File: src/design/wildcard_glob_matcher_top_assert.svh
// Assertion macros for the wildcard glob matcher.
// Included by the top level; no other dependencies.
`ifndef WILDCARD_GLOB_MATCHER_TOP_ASSERT_SVH
`define WILDCARD_GLOB_MATCHER_TOP_ASSERT_SVH

// Same-cycle implication, disabled during reset.
`define WGM_ASSERT_IMP(label, clk, rstn, ante, cons, msg) \
  label: assert property (@(posedge clk) disable iff (!(rstn)) (ante) |-> (cons)) \
    else $error(msg);

// Next-cycle implication, disabled during reset.
`define WGM_ASSERT_NXT(label, clk, rstn, ante, cons, msg) \
  label: assert property (@(posedge clk) disable iff (!(rstn)) (ante) |=> (cons)) \
    else $error(msg);

`endif

File: src/design/wgm_pkg.sv
// Shared types and constants for the wildcard glob matcher.
// No dependencies.
package wgm_pkg;

  localparam int unsigned PATTERN_LEN_DEF = 32;
  localparam int unsigned POS_W  = 6;
  localparam int unsigned CHAR_W = 8;

  localparam logic [CHAR_W-1:0] STAR_CHAR = 8'h2A;
  localparam logic [CHAR_W-1:0] ANY_CHAR  = 8'h3F;
  localparam logic [CHAR_W-1:0] EOS_CHAR  = 8'h00;

  typedef enum logic {
    REQ_LOAD = 1'b0,
    REQ_NAME = 1'b1
  } req_type_t;

  // Broadcast from the top to every cell.
  typedef struct packed {
    logic              upd;      // item accepted this cycle
    logic              load;     // pattern character write
    logic              rearm;    // restart from position 0 (load or end of name)
    logic              len_set;  // pattern terminator at a legal position
    logic [POS_W-1:0]  pos;
    logic [CHAR_W-1:0] ch;
  } cell_ctl_t;

  // Handed from a cell to its right neighbor.
  typedef struct packed {
    logic hit;    // position advanced past a matching char
    logic carry;  // star closure ripple
  } cell_link_t;

  // Cell state seen by the top.
  typedef struct packed {
    logic act;
    logic en;
    logic at_end;
  } cell_stat_t;

endpackage

File: src/design/wgm_in_if.sv
// Input channel of the wildcard glob matcher.
// Depends on wgm_pkg.
interface wgm_in_if;
  logic                       valid;
  logic                       ready;
  logic                       req_type;
  logic [wgm_pkg::POS_W-1:0]  position;
  logic [wgm_pkg::CHAR_W-1:0] char_value;

  modport source (output valid, req_type, position, char_value, input ready);
  modport sink   (input valid, req_type, position, char_value, output ready);
endinterface

File: src/design/wgm_out_if.sv
// Result channel of the wildcard glob matcher.
// No dependencies.
interface wgm_out_if;
  logic valid;
  logic ready;
  logic matched;

  modport source (output valid, matched, input ready);
  modport sink   (input valid, matched, output ready);
endinterface

File: src/design/wgm_cell.sv
// One pattern position: stored char, in-pattern flag, end flag, active bit.
// Depends on wgm_pkg.
module wgm_cell #(
  parameter int unsigned PATTERN_LEN = wgm_pkg::PATTERN_LEN_DEF,
  parameter int unsigned IDX         = 0
) (
  input  logic                clk,
  input  logic                rst_n,
  input  wgm_pkg::cell_ctl_t  ctl,
  input  wgm_pkg::cell_link_t link_in,
  output wgm_pkg::cell_link_t link_out,
  output wgm_pkg::cell_stat_t stat
);

  localparam int unsigned LEN_W = $clog2(PATTERN_LEN + 1);
  localparam int unsigned CMP_W = (LEN_W > wgm_pkg::POS_W) ? LEN_W : wgm_pkg::POS_W;
  localparam logic        IS_FIRST = (IDX == 0);

  logic [wgm_pkg::CHAR_W-1:0] char_r, char_nxt;
  logic                       en_r, en_nxt;
  logic                       at_end_r, at_end_nxt;
  logic                       act_r, act_nxt;
  logic [CMP_W-1:0]           pos_ext, idx_ext;
  logic                       star_r, star_nxt, keep, hit, raw;

  assign pos_ext = CMP_W'(ctl.pos);
  assign idx_ext = CMP_W'(IDX);
  assign star_r  = (char_r == wgm_pkg::STAR_CHAR);

  always_comb begin
    char_nxt   = char_r;
    en_nxt     = en_r;
    at_end_nxt = at_end_r;
    if (ctl.load && (pos_ext == idx_ext)) begin
      char_nxt = ctl.ch;
    end
    if (ctl.len_set) begin
      en_nxt     = (idx_ext < pos_ext);
      at_end_nxt = (idx_ext == pos_ext);
    end
    star_nxt = (char_nxt == wgm_pkg::STAR_CHAR);

    // star stays put, anything else advances on a match
    keep = act_r & en_r & star_r;
    hit  = act_r & en_r & ~star_r &
           ((char_r == wgm_pkg::ANY_CHAR) || (char_r == ctl.ch));
    raw  = ctl.rearm ? IS_FIRST : (keep | link_in.hit);

    act_nxt        = raw | link_in.carry;
    link_out.hit   = ~ctl.rearm & hit;
    link_out.carry = act_nxt & en_nxt & star_nxt;
  end

  always_ff @(posedge clk) begin
    if (!rst_n) begin
      act_r    <= IS_FIRST;
      en_r     <= 1'b0;
      at_end_r <= IS_FIRST;
    end else if (ctl.upd) begin
      act_r    <= act_nxt;
      en_r     <= en_nxt;
      at_end_r <= at_end_nxt;
    end
  end

  // pattern byte, undefined until written
  always_ff @(posedge clk) begin
    if (ctl.upd) begin
      char_r <= char_nxt;
    end
  end

  assign stat.act    = act_r;
  assign stat.en     = en_r;
  assign stat.at_end = at_end_r;

endmodule

File: src/design/wildcard_glob_matcher_top.sv
// Wildcard glob matcher: a row of PATTERN_LEN position cells plus a tail bit.
// Throughput: one item (load or name byte) per cycle while the result slot is free or drained.
// The match flag is registered and shows in the cycle after the end-of-name item is accepted.
// Critical path: the star closure ripple across the cell row, one AND-OR per cell.
// Reset: pattern length zero (empty pattern), matcher armed at position 0, no result
// pending; pattern bytes are undefined until loaded, with no clearing pass.
module wildcard_glob_matcher_top #(
  parameter int unsigned PATTERN_LEN = wgm_pkg::PATTERN_LEN_DEF
) (
  input logic      clk,
  input logic      rst_n,
  wgm_in_if.sink   in_ch,
  wgm_out_if.source out_ch
);

  localparam int unsigned LEN_W = $clog2(PATTERN_LEN + 1);
  localparam int unsigned CMP_W = (LEN_W > wgm_pkg::POS_W) ? LEN_W : wgm_pkg::POS_W;

  wgm_pkg::cell_ctl_t  ctl;
  wgm_pkg::cell_link_t link [PATTERN_LEN+1];
  wgm_pkg::cell_stat_t stat [PATTERN_LEN];

  logic [PATTERN_LEN:0] act_vec, en_vec, end_vec;

  logic in_ready, acc, is_name, eos;
  logic [CMP_W-1:0] pos_ext;

  logic act_tail_r, act_tail_nxt;
  logic end_tail_r, end_tail_nxt;
  logic out_valid_r, out_valid_nxt;
  logic matched_r;
  logic match_now;

  // Output register parts the two sides: accept whenever the result slot is
  // free or is being drained this cycle.
  assign in_ready    = ~out_valid_r | out_ch.ready;
  assign in_ch.ready = in_ready;
  assign acc         = in_ch.valid & in_ready;
  assign is_name     = (in_ch.req_type == wgm_pkg::REQ_NAME);
  assign eos         = is_name & (in_ch.char_value == wgm_pkg::EOS_CHAR);
  assign pos_ext     = CMP_W'(in_ch.position);

  // Control broadcast; a load or an end-of-name item re-arms the row.
  always_comb begin
    ctl.upd     = acc;
    ctl.load    = acc & ~is_name;
    ctl.rearm   = ~is_name | eos;
    ctl.len_set = acc & ~is_name & (in_ch.char_value == wgm_pkg::EOS_CHAR) &
                  (pos_ext <= CMP_W'(PATTERN_LEN));
    ctl.pos     = in_ch.position;
    ctl.ch      = in_ch.char_value;
  end

  assign link[0] = '0;

  for (genvar i = 0; i < PATTERN_LEN; i++) begin : g_cell
    wgm_cell #(
      .PATTERN_LEN (PATTERN_LEN),
      .IDX         (i)
    ) u_cell (
      .clk      (clk),
      .rst_n    (rst_n),
      .ctl      (ctl),
      .link_in  (link[i]),
      .link_out (link[i+1]),
      .stat     (stat[i])
    );
    assign act_vec[i] = stat[i].act;
    assign en_vec[i]  = stat[i].en;
    assign end_vec[i] = stat[i].at_end;
  end

  // Tail position: a pattern filling the whole store ends here.
  assign act_tail_nxt = link[PATTERN_LEN].hit | link[PATTERN_LEN].carry;
  assign end_tail_nxt = ctl.len_set ? (pos_ext == CMP_W'(PATTERN_LEN)) : end_tail_r;

  always_ff @(posedge clk) begin
    if (!rst_n) begin
      act_tail_r <= 1'b0;
      end_tail_r <= 1'b0;
    end else if (acc) begin
      act_tail_r <= act_tail_nxt;
      end_tail_r <= end_tail_nxt;
    end
  end

  assign act_vec[PATTERN_LEN] = act_tail_r;
  assign en_vec[PATTERN_LEN]  = 1'b0;
  assign end_vec[PATTERN_LEN] = end_tail_r;

  // Name matches when the position at the pattern end is still alive.
  assign match_now = |(act_vec & end_vec);

  always_comb begin
    out_valid_nxt = out_valid_r;
    if (acc && eos) begin
      out_valid_nxt = 1'b1;
    end else if (out_ch.ready) begin
      out_valid_nxt = 1'b0;
    end
  end

  always_ff @(posedge clk) begin
    if (!rst_n) begin
      out_valid_r <= 1'b0;
    end else begin
      out_valid_r <= out_valid_nxt;
    end
  end

  always_ff @(posedge clk) begin
    if (acc && eos) begin
      matched_r <= match_now;
    end
  end

  assign out_ch.valid   = out_valid_r;
  assign out_ch.matched = matched_r;

  `include "wildcard_glob_matcher_top_assert.svh"

  `WGM_ASSERT_NXT(a_eos_gives_item, clk, rst_n, acc && eos, out_valid_r, "end of name lost")
  `WGM_ASSERT_NXT(a_rearm_start, clk, rst_n, acc && ctl.rearm, act_vec[0], "rearm missed start")
  `WGM_ASSERT_IMP(a_one_end, clk, rst_n, 1'b1, $onehot(end_vec), "pattern end not unique")
  `WGM_ASSERT_IMP(a_no_act_past_end, clk, rst_n, 1'b1, (act_vec & ~(en_vec | end_vec)) == '0,
                  "active position beyond pattern end")

endmodule
File: src/flat_wrapper.sv
// flat-port wrapper written by rule: the top's interface ports become plain ports
module wildcard_glob_matcher_top_flat 
#(
  parameter int unsigned PATTERN_LEN = wgm_pkg::PATTERN_LEN_DEF
)
  (clk, rst_n, in_ch_valid, in_ch_req_type, in_ch_position, in_ch_char_value, in_ch_ready, out_ch_valid, out_ch_matched, out_ch_ready);
  wgm_in_if in_ch_i ();
  wgm_out_if out_ch_i ();
  input logic clk;
  input logic rst_n;
  input wire logic [$bits(in_ch_i.valid)-1:0] in_ch_valid;
  input wire logic [$bits(in_ch_i.req_type)-1:0] in_ch_req_type;
  input wire logic [$bits(in_ch_i.position)-1:0] in_ch_position;
  input wire logic [$bits(in_ch_i.char_value)-1:0] in_ch_char_value;
  output wire logic [$bits(in_ch_i.ready)-1:0] in_ch_ready;
  output wire logic [$bits(out_ch_i.valid)-1:0] out_ch_valid;
  output wire logic [$bits(out_ch_i.matched)-1:0] out_ch_matched;
  input wire logic [$bits(out_ch_i.ready)-1:0] out_ch_ready;
  assign in_ch_i.valid = in_ch_valid;
  assign in_ch_i.req_type = in_ch_req_type;
  assign in_ch_i.position = in_ch_position;
  assign in_ch_i.char_value = in_ch_char_value;
  assign in_ch_ready = in_ch_i.ready;
  assign out_ch_valid = out_ch_i.valid;
  assign out_ch_matched = out_ch_i.matched;
  assign out_ch_i.ready = out_ch_ready;
  wildcard_glob_matcher_top #(.PATTERN_LEN(PATTERN_LEN)) u_core (.clk(clk), .rst_n(rst_n), .in_ch(in_ch_i), .out_ch(out_ch_i));
endmodule
File: config.mk
export PLATFORM = sky130hd
export DESIGN_NAME = wildcard_glob_matcher_top_flat
export DESIGN_NICKNAME = d
export VERILOG_FILES = /design/src/design/wgm_pkg.sv /design/src/design/wgm_in_if.sv /design/src/design/wgm_out_if.sv /design/src/design/wgm_cell.sv /design/src/design/wildcard_glob_matcher_top.sv /design/src/flat_wrapper.sv
export VERILOG_INCLUDE_DIRS = /design/src /design/src/design
export SDC_FILE = /design/constraint.sdc
export NUM_CORES = 1
export LEC_CHECK = 0
export BUFFER_PORTS_ARGS = -buffer_cell sky130_fd_sc_hd__buf_4
export CAP_MARGIN = 20
export CORE_UTILIZATION = 35
export CTS_BUF_LIST = sky130_fd_sc_hd__clkbuf_8
export DETAILED_ROUTE_END_ITERATION = 7
export PLACE_DENSITY = 0.47
export REMOVE_ABC_BUFFERS = 1
export SKIP_CTS_REPAIR_TIMING = 1
export SLEW_MARGIN = 30
export SYNTH_ARGS = -nofsm -noshare
export SYNTH_HDL_FRONTEND = slang
export SYNTH_SLANG_ARGS = --single-unit
File: constraint.sdc
create_clock -name clk -period 11.7 [get_ports clk]
set_clock_uncertainty 0.1 [all_clocks]
set_input_delay 2.34 -clock clk [delete_from_list [all_inputs] [get_ports clk]]
set_output_delay 2.34 -clock clk [all_outputs]
set_load 0.03 [all_outputs]
* Word-level counts from Yosys, hierarchy flattened
Index checks and enable logic that the tools add are counted.
** Storage, ports and cells
- Register bits after elaboration :: 356
- Bits in latches :: 0
- RAM bits :: 0
- ROM bits :: 0
- Input bits :: 19
- Memories :: 0
** Cells by class
- Add/subtract/negate cells :: 0
- Multiply operators :: 0
- Div/mod/pow operators :: 0
- Magnitude comparators :: 33
- Eq/ne operators :: 191
- Shifts and indexed selects :: 0
- Mux-type cells :: 98
- Bitwise gates (word level) :: 330
- Reduce and logical (&&, ||, !) cells :: 70
** Operators by type and width (count)
- $eq 8x6->1 const B :: 96
- $eq 8x8->1 :: 32
- $mux 8 :: 32
- $and 1x1->1 :: 229
- $eq 5x6->1 const A :: 16
- $eq 6x5->1 const B :: 16
- $lt 5x6->1 const A :: 16
- $mux 1 :: 66
- $or 1x1->1 :: 65
- $eq 4x6->1 const A :: 8
- $eq 6x4->1 const B :: 8
- $lt 4x6->1 const A :: 8
- $not 1->1 :: 35
- $and 33x33->33 :: 1
- $logic_and 1x1->1 :: 33
- $reduce_or 33->1 :: 1
- $logic_or 1x1->1 :: 32
- $eq 3x6->1 const A :: 4
- $eq 6x3->1 const B :: 4
- $lt 3x6->1 const A :: 4
- $eq 2x6->1 const A :: 2
- $eq 6x2->1 const B :: 2
- $lt 1x6->1 const A :: 2
- $lt 2x6->1 const A :: 2
- 8 further kinds :: 8

* Depth between registers and ports, before layout
- Depth in word-level cells :: 103
- Mapped depth :: 16

* Modules after synthesis
Synthesis repeated with hierarchy kept, for this count alone.
** Second synthesis, totals
- Cells, all modules :: 2127
- Area total of the unflattened synthesis :: 23009.6 um^2
** Modules (own cells, without submodules)
- wgm_cell at u_core.g_cell[22].u_cell :: instances 1, cells each 64, area an instance 754.5 um^2, sequential area each 300.3 um^2
- wgm_cell at u_core.g_cell[8].u_cell :: instances 1, cells each 68, area an instance 739.5 um^2, sequential area each 300.3 um^2
- wgm_cell at u_core.g_cell[16].u_cell :: instances 1, cells each 69, area an instance 737.0 um^2, sequential area each 300.3 um^2
- wgm_cell at u_core.g_cell[26].u_cell :: instances 1, cells each 63, area an instance 730.7 um^2, sequential area each 300.3 um^2
- wgm_cell at u_core.g_cell[19].u_cell :: instances 1, cells each 64, area an instance 729.4 um^2, sequential area each 300.3 um^2
- wgm_cell at u_core.g_cell[28].u_cell :: instances 1, cells each 63, area an instance 726.9 um^2, sequential area each 300.3 um^2
- wgm_cell at u_core.g_cell[1].u_cell :: instances 1, cells each 69, area an instance 723.2 um^2, sequential area each 300.3 um^2
- wgm_cell at u_core.g_cell[10].u_cell :: instances 1, cells each 64, area an instance 720.7 um^2, sequential area each 300.3 um^2
- wgm_cell at u_core.g_cell[20].u_cell :: instances 1, cells each 65, area an instance 720.7 um^2, sequential area each 300.3 um^2
- wgm_cell at u_core.g_cell[18].u_cell :: instances 1, cells each 64, area an instance 719.4 um^2, sequential area each 300.3 um^2
- wgm_cell at u_core.g_cell[24].u_cell :: instances 1, cells each 68, area an instance 716.9 um^2, sequential area each 300.3 um^2
- wgm_cell at u_core.g_cell[4].u_cell :: instances 1, cells each 69, area an instance 715.7 um^2, sequential area each 300.3 um^2
- wgm_cell at u_core.g_cell[0].u_cell :: instances 1, cells each 67, area an instance 710.7 um^2, sequential area each 300.3 um^2
- wgm_cell at u_core.g_cell[30].u_cell :: instances 1, cells each 62, area an instance 710.7 um^2, sequential area each 300.3 um^2
- +19 rows

* Least setup slack after synthesis
OpenSTA, ideal clock, no wires.
- Path type :: input to register
- Start :: input port out_ch_ready
- End :: register u_core.g_cell[11].u_cell.act_r
- Setup time :: 0.497 ns
- Arrival time :: 10.839 ns
- Path slack :: 0.265 ns
- Stages on the path :: 9
- Buffers on the path :: 4
- Cell sequence :: nor2b_1 -> inv_1 -> buf_2 -> buf_2 -> nand2_1 -> inv_1 -> clkbuf_1 -> clkbuf_1 -> a211oi_1
** On the way
- Longest elaborated chain between the ends :: 39
- Elaborated cells between the ends (all ways) :: 82
- Classes of those cells :: eq/ne: 11; mux: 22; bitwise: 38; reduce/logical: 11
** Ends and longest elaborated chain
- start, declared :: line flat_wrapper.sv:18 : input wire logic [$bits(out_ch_i.ready)-1:0] out_ch_ready;
- $or 1x1->1 * :: line wildcard_glob_matcher_top.sv:36 : assign in_ready = ~out_valid_r | out_ch.ready;
- via in_ch_ready :: line flat_wrapper.sv:15 : output wire logic [$bits(in_ch_i.ready)-1:0] in_ch_ready;
- $and 1x1->1 * :: line wildcard_glob_matcher_top.sv:38 : assign acc = in_ch.valid & in_ready;
- via u_core.acc :: line wildcard_glob_matcher_top.sv:25 : logic in_ready, acc, is_name, eos;
- $and 1x1->1 :: line wildcard_glob_matcher_top.sv:46, wildcard_glob_matcher_top.sv:48
- $and 1x1->1 (2 in a row) :: line wildcard_glob_matcher_top.sv:48 : ctl.len_set = acc & ~is_name & (in_ch.char_value == wgm_pkg::EOS_CHAR) &
- $mux 1 :: line wgm_cell.sv:37 : if (ctl.len_set) begin
- $and 1x1->1 (2 in a row) :: line wgm_cell.sv:51 : link_out.carry = act_nxt & en_nxt & star_nxt;
- [19 not listed]
- $and 1x1->1 (2 in a row) :: line wgm_cell.sv:51
- $or 1x1->1 :: line wgm_cell.sv:49 : act_nxt = raw | link_in.carry;
- $and 1x1->1 (2 in a row) :: line wgm_cell.sv:51
- $or 1x1->1 :: line wgm_cell.sv:49
- $and 1x1->1 (2 in a row) :: line wgm_cell.sv:51
- $or 1x1->1 :: line wgm_cell.sv:49
- $and 1x1->1 (2 in a row) :: line wgm_cell.sv:51
- $or 1x1->1 :: line wgm_cell.sv:49
- end signal, assigned :: line wgm_cell.sv:60 : act_r <= act_nxt;
- end, declared :: line wgm_cell.sv:22 : logic act_r, act_nxt;
Mark *: on every way through the listed nets, which the timed path passes. The rest lies on a longest branch.
A chain may end at the register's enable or synchronous reset.

* Worst setup path in the final report
- Start :: input port in_ch_char_value[7]
- End :: register u_core.g_cell[27].u_cell.act_r
** On the way
- Longest elaborated chain between the ends :: 86
- Elaborated cells between the ends (all ways) :: 331
- Classes of those cells :: eq/ne: 54; mux: 82; bitwise: 167; reduce/logical: 28
** Ends and longest elaborated chain
- start, declared :: line flat_wrapper.sv:14 : input wire logic [$bits(in_ch_i.char_value)-1:0] in_ch_char_value;
- $logic_not 8->1 :: line wildcard_glob_matcher_top.sv:40, wildcard_glob_matcher_top.sv:48
- $and 1x1->1 :: line wildcard_glob_matcher_top.sv:40 : assign eos = is_name & (in_ch.char_value == wgm_pkg::EOS_CHAR);
- $or 1x1->1 :: line wildcard_glob_matcher_top.sv:47 : ctl.rearm = ~is_name | eos;
- $not 1->1 :: line wgm_cell.sv:50 : link_out.hit = ~ctl.rearm & hit;
- $and 1x1->1 :: line wgm_cell.sv:50
- $or 1x1->1 :: line wgm_cell.sv:47 : raw = ctl.rearm ? IS_FIRST : (keep | link_in.hit);
- $mux 1 :: line wgm_cell.sv:47
- $or 1x1->1 :: line wgm_cell.sv:49
- [66 not listed]
- $and 1x1->1 (2 in a row) :: line wgm_cell.sv:51
- $or 1x1->1 :: line wgm_cell.sv:49
- $and 1x1->1 (2 in a row) :: line wgm_cell.sv:51
- $or 1x1->1 :: line wgm_cell.sv:49
- $and 1x1->1 (2 in a row) :: line wgm_cell.sv:51
- $or 1x1->1 :: line wgm_cell.sv:49
- $and 1x1->1 (2 in a row) :: line wgm_cell.sv:51
- $or 1x1->1 * :: line wgm_cell.sv:49
- end signal, assigned :: line wgm_cell.sv:60
- end, declared :: line wgm_cell.sv:22
Mark *: on every way between the ends. The rest lies on a longest branch, timed or not.

==> impl_metrics.yaml <==
outcome:
  status: "completed"
worst_hold_path:
  min_path_cells: 2
  holdPathEnd: "u_core.g_cell[28].u_cell.at_end_r"
  hp-class: "reg2reg"
  holdCritStartpoint: "u_core.g_cell[28].u_cell.at_end_r"
placement:
  dp_hpwl_um: 42300
  port_buffers: 21
  gp_congestion: 0.862
  place_ws_ns: 3.61
  dp_cells: 2717
layout:
  final_nets: 2028
  drive_gt1_share_pct: 22.0
  antenna_cells: 0
  instances_no_fill: 2850
  syn_to_final_growth_pct: 10.2
route:
  wl_per_cell_um: 22.9
  wl_met2_um: 30100
  via_per_inst: 5.72
  ant_nets: 0
  met1_length_um: 30100
  drc_errors: 0
  dr.max_layer_used: "met5"
  dr.pass1.iters: 6
  drt_iter0_markers: 1066
  vias: 16289
  routed_wl_um: 65200
  met3_length_um: 3330
critical_path:
  crit_arrival_ns: 8.00
  reg2reg_depth: 14
  crit_type: "in2reg"
  crit_required_ns: 12.17
  cp_max_fo: 45
  rrSetupSlack_ns: 6.25
  r2r_end: "u_core.g_cell[27].u_cell.act_r"
  endpoint_kind: "register"
  crit_path_start_kind: "input port"
  rr_startpoint: "u_core.out_ch.valid"
logic_synthesis:
  yosys.area_share.simple_pct: 17.4
  ys_types: 102
  synth_edf_count: 257
  netlist.area_leader.share_pct: 35.7
  synthTopCellsByArea: "edfxtp_1 (36%), mux2_2 (13%), dfxtp_1 (9.2%)"
  yosysSeqAreaShare_pct: 44.9
  synth-seq-cells: 356
  synth-xor-area-share_pct: 10.4
  post-synth-top-count-cell: "mux2_2"
  synth-compound-area-share_pct: 9.70
  synth_common_cells: "mux2_2 (259), edfxtp_1 (257), xor2_1 (168)"
  ys.flop_type: "edfxtp_1"
  yosysWarningCount: 0
  ys_async_sr_fraction_pct: 0
  synth_top_family_by_area: "simple AND/OR/NAND/NOR gates"
  synth_area_um2: 21600
  avgSynthCellArea_um2: 10.7
  synth.largest_area_cell: "edfxtp_1"
  synth_adder_area_share_pct: 0
  synthMuxAreaShare_pct: 14.6
  synthCells: 2017
clock_tree:
  cts.sinks: 356
  cts_buffers: 71
  insertion_delay_ns: 0.67
  cts_buffer_depth: 3
  ctsHtreeMaxLevel: 3
  cts_root_buffer: "clkbuf_8"
  cts.clk_slew.worst_paths_ns: 0.06
  cts_tree: "built"
pwr:
  p_leak_nw: 7.80
  power.density_nw_per_um2: 126
  p_total_w: 0.00300
  ir_drop_v: 0.0000636
global_route:
  track_usage_pct: 20.8
  grt_overflow: 0
  grt_pass1_wl_um: 101000
  antenna_found_initial: 3
  grt_pass1_vias: 16404
  grt_max_degree: 171
sta:
  rsz0062_at_grt: "false"
  fin_hold_ws_ns: 0.355
  hold_viol: 0
  drv_slew: 0
  max_freq_mhz: 133
  slew_headroom_pct: 35.9
  tns_ns: 0
  setup_violations: 0
  layout_min_cycle_time_ns: 7.53
  fin_crit_sh_pct: 64.4
  worst_slew_pin_slew_ns: 0.962
  fin_ws_ns: 4.17
floorplanning:
  initial_utilization_pct: 35.6
  die_w_um: 251
  core_um2: 60700
  dieArea_um2: 62800
  die_y_um: 251
  fp-row-count: 90
  io_pins: 22
flow_run:
  max-cap-violations: 0
## critical path, cell delays in order
cell      delay, ns
buf_4          0.28
nor4_2         0.76
nand4_1        0.77
nor2_4         0.66
buf_4          0.57
nor2_1         0.11
a211oi_1       0.81
nand3_1        0.18
a211o_1        0.41
o32ai_4        0.40
o21ai_2        0.11
or3_1          0.32
a31oi_1        0.18
## per-stage QoR
stage                     utilization [%]  area (µm²)
after floorplan                         -       21000
after global placement               36.9       22400
after detailed placement             37.0       22400
after CTS                            39.2       23800
after global routing                 39.2       23800
final                                39.2       23800
## kinds of logic (layout without fill, tap and decap cells)
kind of cell              count (synthesis)  after routing
AOI/OAI and AO/OA                       306            306
muxes                                   282            282
DFF                                     356            356
buffers and inverters                   152            203
and+or+nand+nor                         665            665
xor gates and xnor gates                256            256
## state kept, by name (all words and copies together), names as in the netlist
register / cells
u_core.out_ch.valid: 1
u_core.g_cell.u_cell.char_r: 256
u_core.g_cell.u_cell.at_end_r: 32
u_core.end_tail_r: 1
u_core.g_cell.u_cell.act_r: 32
u_core.act_tail_r: 1
u_core.out_ch.matched: 1
u_core.g_cell.u_cell.en_r: 32
## power by group
part           leakage [nW]  switching (W)  total (W)  internal, W
Clock                 0.796       0.000580    0.00124     0.000659
Sequential             3.32      0.0000584    0.00148      0.00142
Combinational          3.69       0.000170   0.000282     0.000112
Total                  7.80       0.000808    0.00300      0.00219
## routing by layer
metal	global-route usage (%)	vias up
met3	4.22	119
met4	6.29	6
met2	33.8	388
met5	0	-
li1	-	7661
met1	27.7	8115
## final cells by class
type	instances	area, µm²
clock buffer	82	1130
clock inverter	50	229
fill	5861	36900
inverter	18	80.1
multi-input combinational	1509	11300
sequential	356	9700
tap	782	978
timing repair buffer	53	430
## placed cells by master, fill, tap and decap left out, drive strengths merged, types with 11 or more instances in the layout
cell	synthesis	final
nand3	83	83
buf	71	53
clkinv	1	17
or4	14	14
nor3	71	71
or3	15	15
nor2	111	111
dfxtp	99	99
nand2b	12	12
xnor2	88	88
o21ai	50	50
edfxtp	257	257
clkbuf	63	82
a311oi	13	13
xor2	168	168
nor4	69	69
a211oi	22	22
mux2	263	263
a31oi	20	20
nor2b	11	11
and2	16	16
a21oi	93	93
and3	11	11
mux2i	19	19
nand2	120	120
inv	17	47
nand4b	23	23
nand4	53	53
## how the worst max path moves through the flow
stage                              startpoint                              to  slack (ns)  cells past startpoint
after CTS                 in_ch_char_value[7]  u_core.g_cell[27].u_cell.act_r        4.33                     13
after global placement    in_ch_char_value[7]  u_core.g_cell[27].u_cell.act_r        3.81                     13
after floorplan                  out_ch_ready  u_core.g_cell[30].u_cell.act_r        1.45                      6
after global routing      in_ch_char_value[7]  u_core.g_cell[27].u_cell.act_r        4.09                     13
after detailed placement  in_ch_char_value[7]  u_core.g_cell[27].u_cell.act_r        3.61                     13
final                     in_ch_char_value[7]  u_core.g_cell[27].u_cell.act_r        4.17                     13
No activity file was read; power rests on OpenSTA's default activity.
